$ cat src/hw/rtl/quantized_row_cache_defines.svh
// ----------------------------------------------------------------------------
// Quantized row cache assertion macros
// Shared concurrent assertion helpers, one property per use.
// ----------------------------------------------------------------------------
`ifndef QUANTIZED_ROW_CACHE_DEFINES_SVH
`define QUANTIZED_ROW_CACHE_DEFINES_SVH

// same-cycle implication
`define QRC_ASSERT_NOW(label, clk, rst, ante, cons, msg) \
   label: assert property (@(posedge clk) disable iff (rst) (ante) |-> (cons)) \
      else $error(msg);

// next-cycle implication
`define QRC_ASSERT_NEXT(label, clk, rst, ante, cons, msg) \
   label: assert property (@(posedge clk) disable iff (rst) (ante) |=> (cons)) \
      else $error(msg);

`endif

$ cat src/hw/rtl/qrc_pkg.sv
// ----------------------------------------------------------------------------
// Quantized row cache package
// Sizes, field widths, codes, memory port structs and helper functions.
// ----------------------------------------------------------------------------
package qrc_pkg;

   // storage geometry
   localparam int ROWS     = 256;
   localparam int MAX_COLS = 64;
   localparam int ROW_W    = (ROWS > 1) ? $clog2(ROWS) : 1;
   localparam int CNT_W    = $clog2(ROWS + 1);
   localparam int COL_W    = (MAX_COLS > 1) ? $clog2(MAX_COLS) : 1;
   localparam int CP_W     = $clog2(MAX_COLS + 1);
   localparam int CELL_AW  = ROW_W + COL_W;
   localparam int CELL_DEPTH = 2 ** CELL_AW;

   // fixed field widths
   localparam int REQ_TYPE_W  = 2;
   localparam int ID_W        = 31;
   localparam int DIST_W      = 17;
   localparam int LAST_W      = 1;
   localparam int STATUS_W    = 2;
   localparam int CODE_W      = 8;
   localparam int ACTIVE_W    = 9;
   localparam int NUM_COLS_W  = 7;
   localparam int ROW_LIMIT_W = 9;
   localparam int CSR_ADDR_W  = 1;
   localparam int CSR_DATA_W  = 9;

   // quantizer: floor((d*2554900 + 4999*65536) / (65536*10000)), saturated
   localparam int Q_MUL_W  = 22;
   localparam int PROD_W   = DIST_W + Q_MUL_W;
   localparam int Q_SHIFT  = 16;
   localparam int M_W      = PROD_W - Q_SHIFT;
   localparam int MS_W     = 22;
   localparam int RECIP_W  = 19;
   localparam int Q_RSH    = 32;
   localparam int EP_W     = MS_W + RECIP_W;
   localparam int EST_W    = EP_W - Q_RSH;
   localparam logic [PROD_W-1:0]  Q_MUL   = PROD_W'(2554900);
   localparam logic [PROD_W-1:0]  Q_ADD   = PROD_W'(327614464);
   localparam logic [M_W-1:0]     Q_SAT   = M_W'(2560000);
   localparam logic [M_W-1:0]     Q_DEN   = M_W'(10000);
   localparam logic [RECIP_W-1:0] Q_RECIP = RECIP_W'(429496);
   localparam logic [CODE_W-1:0]  CODE_MAX = '1;

   typedef enum logic [REQ_TYPE_W-1:0] {
      REQ_STORE    = 2'd0,
      REQ_RETRIEVE = 2'd1,
      REQ_LOOKUP   = 2'd2,
      REQ_CLEAR    = 2'd3
   } req_code_type;

   typedef enum logic [STATUS_W-1:0] {
      STAT_OK   = 2'd0,
      STAT_FULL = 2'd1,
      STAT_MISS = 2'd2
   } status_type;

   typedef enum logic [CSR_ADDR_W-1:0] {
      CSR_NUM_COLS  = 1'b0,
      CSR_ROW_LIMIT = 1'b1
   } csr_index_type;

   typedef struct packed {
      logic [CP_W-1:0] len;
      logic [ID_W-1:0] key;
   } tag_entry_type;

   typedef struct packed {
      logic            en;
      logic [ROW_W-1:0] addr;
      tag_entry_type   entry;
   } tag_wr_type;

   typedef struct packed {
      logic               en;
      logic [CELL_AW-1:0] addr;
      logic [CODE_W-1:0]  data;
   } cell_wr_type;

   // usable rows: min(row_limit, ROWS)
   function automatic logic [CNT_W-1:0] rows_eff_f(input logic [ROW_LIMIT_W-1:0] lim);
      if (32'(lim) >= 32'(ROWS)) return CNT_W'(ROWS);
      else return CNT_W'(lim);
   endfunction

   // columns per row, clamped to 1..MAX_COLS
   function automatic logic [CP_W-1:0] cols_eff_f(input logic [NUM_COLS_W-1:0] nc);
      if (nc == '0) return CP_W'(1);
      else if (32'(nc) > 32'(MAX_COLS)) return CP_W'(MAX_COLS);
      else return CP_W'(nc);
   endfunction

endpackage

$ cat src/hw/rtl/qrc_quant.sv
// ----------------------------------------------------------------------------
// Quantized row cache distance quantizer
// Three-stage pipeline turning a Q1.16 distance into a saturated byte.
// ----------------------------------------------------------------------------
module qrc_quant (
   input  logic                          clock,
   input  logic                          reset,
   input  logic                          in_valid,
   input  logic [qrc_pkg::DIST_W-1:0]    in_dist,
   output logic                          out_valid,
   output logic [qrc_pkg::CODE_W-1:0]    out_code
);

   logic                            v1_ff, v2_ff, v3_ff;
   logic [qrc_pkg::PROD_W-1:0]      s1_prod_ff, s1_prod_in;
   logic [qrc_pkg::MS_W-1:0]        s2_m_ff, s2_m_in;
   logic                            s2_sat_ff, s2_sat_in;
   logic [qrc_pkg::EST_W-1:0]       s2_est_ff, s2_est_in;
   logic [qrc_pkg::CODE_W-1:0]      code_ff, code_in;

   logic [qrc_pkg::PROD_W-1:0]      sum;
   logic [qrc_pkg::M_W-1:0]         m_full;
   logic [qrc_pkg::EP_W-1:0]        est_prod;
   logic [qrc_pkg::M_W-1:0]         back;
   logic [qrc_pkg::M_W-1:0]         rem;
   logic [qrc_pkg::EST_W-1:0]       est_fix;

   // stage 1: scale by 255.49 in fixed point
   assign s1_prod_in = qrc_pkg::PROD_W'(in_dist) * qrc_pkg::Q_MUL;

   // stage 2: add rounding bias, drop 16 bits, estimate quotient by 10000
   assign sum       = s1_prod_ff + qrc_pkg::Q_ADD;
   assign m_full    = sum[qrc_pkg::PROD_W-1:qrc_pkg::Q_SHIFT];
   assign s2_sat_in = (m_full >= qrc_pkg::Q_SAT);
   assign s2_m_in   = m_full[qrc_pkg::MS_W-1:0];
   assign est_prod  = qrc_pkg::EP_W'(s2_m_in) * qrc_pkg::EP_W'(qrc_pkg::Q_RECIP);
   assign s2_est_in = est_prod[qrc_pkg::EP_W-1:qrc_pkg::Q_RSH];

   // stage 3: estimate may be one short, correct with the remainder
   assign back    = qrc_pkg::M_W'(s2_est_ff) * qrc_pkg::Q_DEN;
   assign rem     = qrc_pkg::M_W'(s2_m_ff) - back;
   assign est_fix = s2_est_ff + qrc_pkg::EST_W'(rem >= qrc_pkg::Q_DEN);
   assign code_in = s2_sat_ff ? qrc_pkg::CODE_MAX : est_fix[qrc_pkg::CODE_W-1:0];

   // valid pipe
   always_ff @(posedge clock) begin
      if (reset) begin
         v1_ff <= 1'b0;
         v2_ff <= 1'b0;
         v3_ff <= 1'b0;
      end else begin
         v1_ff <= in_valid;
         v2_ff <= v1_ff;
         v3_ff <= v2_ff;
      end
   end

   // data pipe
   always_ff @(posedge clock) begin
      s1_prod_ff <= s1_prod_in;
      s2_m_ff    <= s2_m_in;
      s2_sat_ff  <= s2_sat_in;
      s2_est_ff  <= s2_est_in;
      code_ff    <= code_in;
   end

   assign out_valid = v3_ff;
   assign out_code  = code_ff;

endmodule

$ cat config.mk
export PLATFORM = sky130hd
export DESIGN_NAME = qrc_quant
export DESIGN_NICKNAME = d
export VERILOG_FILES = /design/src/hw/rtl/quantized_row_cache_defines.svh /design/src/hw/rtl/qrc_pkg.sv /design/src/hw/rtl/qrc_quant.sv
export SDC_FILE = /design/constraint.sdc
export NUM_CORES = 1
export LEC_CHECK = 0
export BUFFER_PORTS_ARGS = -buffer_cell sky130_fd_sc_hd__buf_2
export CAP_MARGIN = 20
export CORE_MARGIN = 3
export CORE_UTILIZATION = 60
export DETAILED_ROUTE_END_ITERATION = 10
export GPL_TIMING_DRIVEN = 1
export PLACE_DENSITY = 0.77
export SLEW_MARGIN = 10
export SYNTH_ARGS = -nofsm -noshare
export SYNTH_HDL_FRONTEND = slang
export SYNTH_SLANG_ARGS = --single-unit
$ cat constraint.sdc
create_clock -name clock -period 8.85 [get_ports clock]
set_input_delay 0.4425 -clock clock [delete_from_list [all_inputs] [get_ports clock]]
set_output_delay 0.4425 -clock clock [all_outputs]
set_load 0.03 [all_outputs]
Yosys cells after proc, flatten, opt, wreduce, memory -nomap -nowiden --
Index checks and enable logic that the tools add are counted. W data, S select, Z words.
Storage, ports and cells: register bits after elaboration 80, latch bits 0, bits in writable memories 0, memory bits (read-only) 0, output and inout bits 9, logic and storage cells 16, memories kept 0
Operators by class: $add $sub $neg 3, multipliers 3, divide/modulo/power cells 0, $lt $le $gt $ge 2, eq/ne operators 0, shift operators 0, muxes and demuxes 0, bitwise operators 0, reduce and logical (&&, ||, !) cells 0
Operators by type and width (number):
- $add A39 B29 Y39 const B | 1
- $mul A22 B16 Y38 const B | 1
- $mul A17 B20 Y37 const B | 1
- $ge A23 B14 Y1 const B | 1
- $ge A23 B22 Y1 const B | 1
- $sub A22 B23 Y23 | 1
- $mul A9 B10 Y19 const B | 1
- $add A8 B1 Y8 | 1

Logic depth before layout (Yosys ltp) --
Gate-level depths: netlist (run 1).
depth in word-level cells 4, mapped depth 31

Worst setup path after synthesis (run 1) --
Ideal clock, no wire load.
path kind register to register, from register s1_prod_ff[16] (netlist name), to register s2_est_ff[5] (netlist name), arrival time 6.990 ns, slack 1.739 ns, stages on the path, launching flop included 27, path buffers 0, period minus slack after synthesis 7.111 ns, path through dfxtp_1 inv_1 ha_1 nor2b_1 o21ai_0 and3_1 o21ai_0 nor2_1 xor2_1 ha_1 fa_1 fa_1 inv_1 fa_1 fa_1 inv_1 fa_1 ha_1 a21o_1 a221o_1 a221oi_2 nor2_1 a21oi_1 o311ai_4 o31ai_4 o21bai_2 xor2_1
Between the ends: cells in the longest elaborated chain, start to end 2
RTL lines:
- start: declaration | line qrc_quant.sv:15 | logic [qrc_pkg::PROD_W-1:0] s1_prod_ff, s1_prod_in;
- start signal: assignment | line qrc_quant.sv:60 | s1_prod_ff <= s1_prod_in;
- $add A39 B29 Y39 | line qrc_quant.sv:32 | assign sum = s1_prod_ff + qrc_pkg::Q_ADD;
- via sum (one bit) | line qrc_quant.sv:21 | logic [qrc_pkg::PROD_W-1:0] sum;
- $mul A22 B16 Y38 | line qrc_quant.sv:36 | assign est_prod = qrc_pkg::EP_W'(s2_m_in) * qrc_pkg::EP_W'(qrc_pkg::Q_RECIP);
- via est_prod (one bit) | line qrc_quant.sv:23 | logic [qrc_pkg::EP_W-1:0] est_prod;
- end signal: assignment | line qrc_quant.sv:63 | s2_est_ff <= s2_est_in;
- end: declaration | line qrc_quant.sv:18 | logic [qrc_pkg::EST_W-1:0] s2_est_ff, s2_est_in;
The timed path passes the listed nets, and every way through them passes these cells. A chain may end at the register's enable or synchronous reset.

Final worst setup path (run 1) --
Ends and elaborated chain as after synthesis.

==> flow_metrics.py, run 1 <==
metrics = {
    "cts": {
        "postCtsHoldBufs": 0,
        "cts_tree": "yes",
        "cts_inserted_buffers": 9,
        "clockBufferDepth": 2,
        "cts_sinks": 62,
        "postCtsSetupRepairBufs": 0,
        "cts_resized": 0,
        "clkTransAtPathRegs_ps": 60,
        "clock_latency_ps": 340,
        "htreeDepth": 3,
        "root_buffer": "clkbuf_16",
    },
    "yosys": {
        "yosys_warnings": 0,
        "synth-simple-area-share_pct": 6.00,
        "synthesis.nets": 2159,
        "synth_top_family_by_area": "adder cells",
        "netlist_instances": 1521,
        "synth_xor_area_share_pct": 4.30,
        "synthMuxAreaShare_pct": 0.0738,
        "mappedNetlistArea_sq_mm": 0.0152,
        "yosysSeqAreaShare_pct": 8.14,
        "ys_seq_elements": 62,
        "synth_compound_area_share_pct": 7.57,
        "synth-main-ff-cell": "dfxtp_1",
        "synth_cell_types": 61,
        "synth_async_sr_flop_share_pct": 0,
        "synth-adder-area-share_pct": 63.7,
        "synth_edf_count": 0,
        "avgSynthCellArea_sq_um": 10.0,
    },
    "setup_path": {
        "worstSetupEndpointType": "flip-flop",
        "crit_buf_inv": 3,
        "rrSetupSlack_ps": 980,
        "worstSetupPathType": "reg -> reg",
        "critPathTopFamily": "adder cells",
        "worstPathRequired_ps": 9070,
        "r2r_cells": 26,
        "slowest_delay_ps": 560,
        "arrival_ps": 8090,
        "rr_startpoint": "s1_prod_ff[16]$_DFF_P_",
        "slowest_stage": "fa_1",
        "r2r_end": "s2_est_ff[5]$_DFF_P_",
        "start_kind": "flip-flop",
        "worstPathMaxFanout": 8,
        "crit_path_frequent_cell": "fa_1",
    },
    "cells_and_area": {
        "area_delta_synth_final_pct": 5.86,
        "drive_gt1_share_pct": 4.59,
        "layout_commonest_cell": "inv_1",
        "most-common-layout-cells": "inv_1, ha_1, fa_1",
        "diodes": 0,
        "nets": 2200,
    },
    "routing": {
        "drt_pass1_iterations": 4,
        "via_per_inst": 5.43,
        "drc": 0,
        "wl_per_cell_um": 17.1,
        "via_count": 10277,
        "final_antenna_net_count": 0,
        "drt_iter0_markers": 383,
        "routed_wl_um": 32300,
    },
    "sta": {
        "slew_headroom_pct": 46.8,
        "finalHoldViolCount": 0,
        "fin_tns_setup_ps": 0,
        "worstMarginPinSlew_ps": 795,
        "slew_violations": 0,
        "rsz0062_at_grt": "no",
        "period_share_pct": 89.0,
        "fmax_mhz": 127,
        "skew_ps": 6.87,
        "setup-violations-final": 0,
        "period_minus_slack_ps": 7870,
    },
    "worst_hold_path": {
        "hp-class": "in -> reg",
        "hp-start": "reset",
        "whs_endpoint": "out_valid$_SDFF_PP0_",
        "whs_path_depth": 2,
    },
    "placed_design": {
        "gp_congestion": 0.992,
        "place_hpwl_um": 29300,
        "portBuffers": 28,
    },
    "die": {
        "die_w_um": 165,
        "start_util_pct": 61.8,
        "die_h_um": 165,
        "core_sq_mm": 0.0247,
        "io_pins": 29,
        "die-area_sq_mm": 0.0274,
        "rows": 57,
    },
    "global_routing": {
        "grt_usage_pct": 25.4,
        "grt_pass1_wl_um": 54400,
        "antenna_found_initial": 0,
        "grt_max_degree": 13,
        "overflow": 0,
        "grt_pass1_vias": 11265,
    },
    "flow_run": {
        "drv_cap": 0,
    },
    "outcome": {
        "status": "complete, no violations",
    },
}
cell usage after synthesis, drive strengths merged (2+ instances only):
library cell | number | share of area (%)
and3 | 10 | 0.42
o21bai | 7 | 0.37
fa | 263 | 35
and2 | 5 | 0.21
nand4 | 13 | 0.53
nor3 | 17 | 0.56
a31oi | 11 | 0.55
o311ai | 3 | 0.34
or2 | 7 | 0.29
dfxtp | 62 | 8.1
o211ai | 8 | 0.39
nand3b | 2 | 0.098
o2111ai | 4 | 0.23
a211oi | 2 | 0.18
o21ai | 37 | 1.2
o31ai | 2 | 0.19
nor4 | 2 | 0.082
o21a | 6 | 0.30
nand3 | 17 | 0.56
nand2 | 32 | 0.79
a221o | 2 | 0.13
xor2 | 31 | 1.8
xnor2 | 43 | 2.5
nand2b | 13 | 0.53
ha | 355 | 29
a221oi | 2 | 0.20
or3 | 4 | 0.16
nor2b | 10 | 0.43
a2111oi | 2 | 0.11
a21o | 18 | 0.89
nor2 | 40 | 0.98
inv | 417 | 10
a21oi | 58 | 1.9
state kept, by name, summed over array words and instances (netlist names):
| register | flops |
|---|---|
| out_valid | 1 |
| v2_ff | 1 |
| s2_sat_ff | 1 |
| out_code | 8 |
| s2_m_ff | 18 |
| s1_prod_ff | 23 |
| s2_est_ff | 9 |
| v1_ff | 1 |
per-layer routing:
| layer | part of all wire [%] | GRT usage, % |
|---|---|---|
| met1 | 44 | 32.3 |
| met2 | 49 | 44.2 |
| met3 | 3.5 | 3.54 |
| met4 | 3.6 | 9.26 |
| met5 | 0 | 0 |
how the worst max path moves through the flow:
stage                           start              endpoint  slack [ps]  cells past startpoint
4_1_cts        s1_prod_ff[16]$_DFF_P_  s2_est_ff[5]$_DFF_P_         970                     26
3_3_place_gp   s1_prod_ff[16]$_DFF_P_  s2_est_ff[5]$_DFF_P_        1230                     26
2_1_floorplan  s1_prod_ff[16]$_DFF_P_  s2_est_ff[5]$_DFF_P_        1740                     26
3_5_place_dp   s1_prod_ff[16]$_DFF_P_  s2_est_ff[5]$_DFF_P_         960                     26
6_report       s1_prod_ff[16]$_DFF_P_  s2_est_ff[5]$_DFF_P_         980                     26
5_1_grt        s1_prod_ff[16]$_DFF_P_  s2_est_ff[5]$_DFF_P_         400                     26
stage by stage:
step	utilization [%]	cells	setup slack, ps	hold slack (ps)	instance area (sq um)
6_report	65.4	1891	978	287	16100
5_1_grt	65.4	1891	405	289	16100
4_1_cts	65.4	1891	971	281	16100
3_5_place_dp	64.1	1875	965	431	15800
3_3_place_gp	64.1	1875	1230	419	15800
2_1_floorplan	-	1521	1740	414	15200
cells by family after synthesis:
kind of cell | count (synthesis)
AND/OR/NAND/NOR | 178
multiplexers | 1
XOR/XNOR | 74
AO/OA/AOI/OAI | 171
buffers and inverters | 417
adder cells (fa/ha/maj) | 618
flip-flops | 62
area by class of cell:
type                            instances  area, sq um
Clock buffer                           10          239
Clock inverter                          6         93.8
Fill cell                            1961         8530
Inverter                              417         1570
Multi-Input combinational cell       1042        12400
Sequential cell                        62         1240
Tap cell                              324          405
Timing Repair Buffer                   30          155
Power of run 1 is left out: the tool's default activity adds up to more than one toggle a clock period on the data nets, which glitch-free logic cannot reach.
==> inputs of run 2 (changes only) <==
- ABC_AREA: unset -> 1
- GPL_TIMING_DRIVEN: 1 -> 0
==> run 2 against run 1 <==
Against the previous run:
- first-iteration DRC count up 110%
- routed wire length is 24% higher
- largest cell class unchanged
- final cell count grew 26%
==> flow_metrics.py, run 2 <==
metrics = {
    "routing": {
        "via_count": 12952,
        "routed_wl_um": 40100,
        "drt_iter0_markers": 805,
        "wl_per_cell_um": 16.8,
        "final_antenna_net_count": 0,
        "drc": 0,
        "drt_pass1_iterations": 5,
        "via_per_inst": 5.43,
    },
    "yosys": {
        "synthesis.nets": 2610,
        "ys_seq_elements": 62,
        "synth_async_sr_flop_share_pct": 0,
        "avgSynthCellArea_sq_um": 8.53,
        "mappedNetlistArea_sq_mm": 0.0168,
        "yosysSeqAreaShare_pct": 7.38,
        "yosysMostFrequentCell": "inv_1",
        "synth_area_leaders": "fa_1, ha_1, inv_1",
        "synth_cell_types": 39,
        "synth_edf_count": 0,
        "netlist_instances": 1972,
        "yosysTopAreaCellShare_pct": 31.3,
        "yosys_warnings": 0,
        "yosys-top-cells-count": "inv_1, ha_1, fa_1, nand2_1, a21oi_1",
        "synth_largest_area_cell": "fa_1",
        "synth-main-ff-cell": "dfxtp_1",
    },
    "sta": {
        "period_minus_slack_ps": 7430,
        "fmax_mhz": 135,
        "rsz0062_at_grt": "no",
        "period_share_pct": 83.9,
        "finalHoldViolCount": 0,
        "worstMarginPinSlew_ps": 860,
        "slew_violations": 0,
        "fin_hold_ws_ps": 276,
        "skew_ps": 12.3,
        "slew_headroom_pct": 42.5,
        "fin_tns_setup_ps": 0,
        "setup-violations-final": 0,
    },
    "global_routing": {
        "grt_pass1_vias": 13479,
        "antenna_found_initial": 2,
        "overflow": 0,
        "grt_pass1_wl_um": 67200,
        "grt_max_degree": 11,
        "grt_usage_pct": 28.0,
    },
    "flow_run": {
        "drv_cap": 0,
    },
    "cts": {
        "htreeDepth": 3,
        "postCtsSetupRepairBufs": 0,
        "clkTransAtPathRegs_ps": 60,
        "root_buffer": "clkbuf_16",
        "cts_resized": 0,
        "postCtsHoldBufs": 0,
        "cts_inserted_buffers": 9,
        "cts_tree": "yes",
        "clockBufferDepth": 2,
        "cts_sinks": 62,
        "clock_latency_ps": 350,
    },
    "die": {
        "rows": 60,
        "io_pins": 29,
        "start_util_pct": 61.7,
        "core_sq_mm": 0.0273,
        "die-area_sq_mm": 0.0301,
        "die_h_um": 173,
        "die_w_um": 173,
    },
    "cells_and_area": {
        "diodes": 0,
        "nets": 2649,
        "area_delta_synth_final_pct": 5.12,
        "drive_gt1_share_pct": 4.12,
        "largest_register_ffs": 23,
        "regMostFlops": "s1_prod_ff",
        "reg.largest.list": "s1_prod_ff (23), s2_m_ff (18), s2_est_ff (9)",
        "layout_commonest_cell": "inv_1",
        "fin_util_pct": 64.9,
        "most-common-layout-cells": "inv_1, ha_1, fa_1",
    },
    "setup_path": {
        "worstPathRequired_ps": 9080,
        "slowest_stage": "fa_1",
        "start_kind": "flip-flop",
        "worstSetupEndpointType": "flip-flop",
        "slowest_delay_ps": 580,
        "crit_path_frequent_cell": "nand2_2",
        "critPathTopFamily": "adder cells",
        "arrival_ps": 7660,
        "worstPathMaxFanout": 7,
        "crit_buf_inv": 5,
        "worstSetupPathType": "reg -> reg",
    },
    "worst_hold_path": {
        "hp-class": "in -> reg",
    },
    "placed_design": {
        "gp_congestion": 0.949,
        "portBuffers": 28,
        "place_hpwl_um": 36200,
    },
    "outcome": {
        "status": "complete, no violations",
    },
}
## run 2: cell types whose count changed after synthesis, moves of 29 or more
| cell | change |
|---|---|
| a21oi_1 | +51 |
| inv_1 | +87 |
| nand2_1 | +228 |
| nand3_1 | +34 |
| nor2_1 | +64 |
| xnor2_1 | -29 |
## run 2: final cells by class
type | instances | area [sq um]
multi-input cells | 1397 | 13600
fillers | 2332 | 9580
inverters | 513 | 1930
flip-flops and latches | 62 | 1240
well taps | 372 | 465
clock buffers | 10 | 229
repair buffers | 28 | 140
clock inverters | 4 | 26.3
## run 2: worst reg2reg max path: cells and delay by family, from the launching register on
kind                     cells  cell delay [ps]
AO/OA/AOI/OAI                4              950
XOR/XNOR                     1              450
adder cells (fa/ha/maj)      8             3770
buffers and inverters        5              630
flip-flops                   1              380
AND/OR/NAND/NOR             13             1150
## run 2: kinds of logic after synthesis
logic type	Yosys count	synth area share [%]
buf+inv	513	11.5
simple gates	501	13.0
fa+ha+maj	618	57.7
flops	62	7.38
compound gates	221	7.43
xor+xnor	57	2.97
## run 2: path summary, 6_finish.rpt
path / start / to / slack [ps] / depth (start not counted)
min: reset / out_valid$_SDFF_PP0_ / 280 / 2
max reg2reg: s1_prod_ff[16]$_DFF_P_ / s2_est_ff[3]$_DFF_P_ / 1420 / 31
max: s1_prod_ff[16]$_DFF_P_ / s2_est_ff[3]$_DFF_P_ / 1420 / 31
min reg2reg: v2_ff$_SDFF_PP0_ / out_valid$_SDFF_PP0_ / 410 / 2
## run 2: layer usage
metal | part of all wire [%] | vias to the layer above | global-route usage (%)
met5 | 0 | - | 0
met1 | 46 | 6238 | 39.8
li1 | - | 6280 | -
met3 | 8.0 | 53 | 6.64
met2 | 44 | 381 | 44.1
met4 | 1.9 | 0 | 5.30
## run 2: metrics by stage
step	instances	setup WS [ps]	cell area, sq um
2_1_floorplan	1972	2610	16800
3_3_place_gp	2372	1620	17400
3_5_place_dp	2372	1510	17400
4_1_cts	2386	1470	17700
5_1_grt	2386	1000	17700
6_report	2386	1420	17700
Power of run 2 is left out for the same reason.
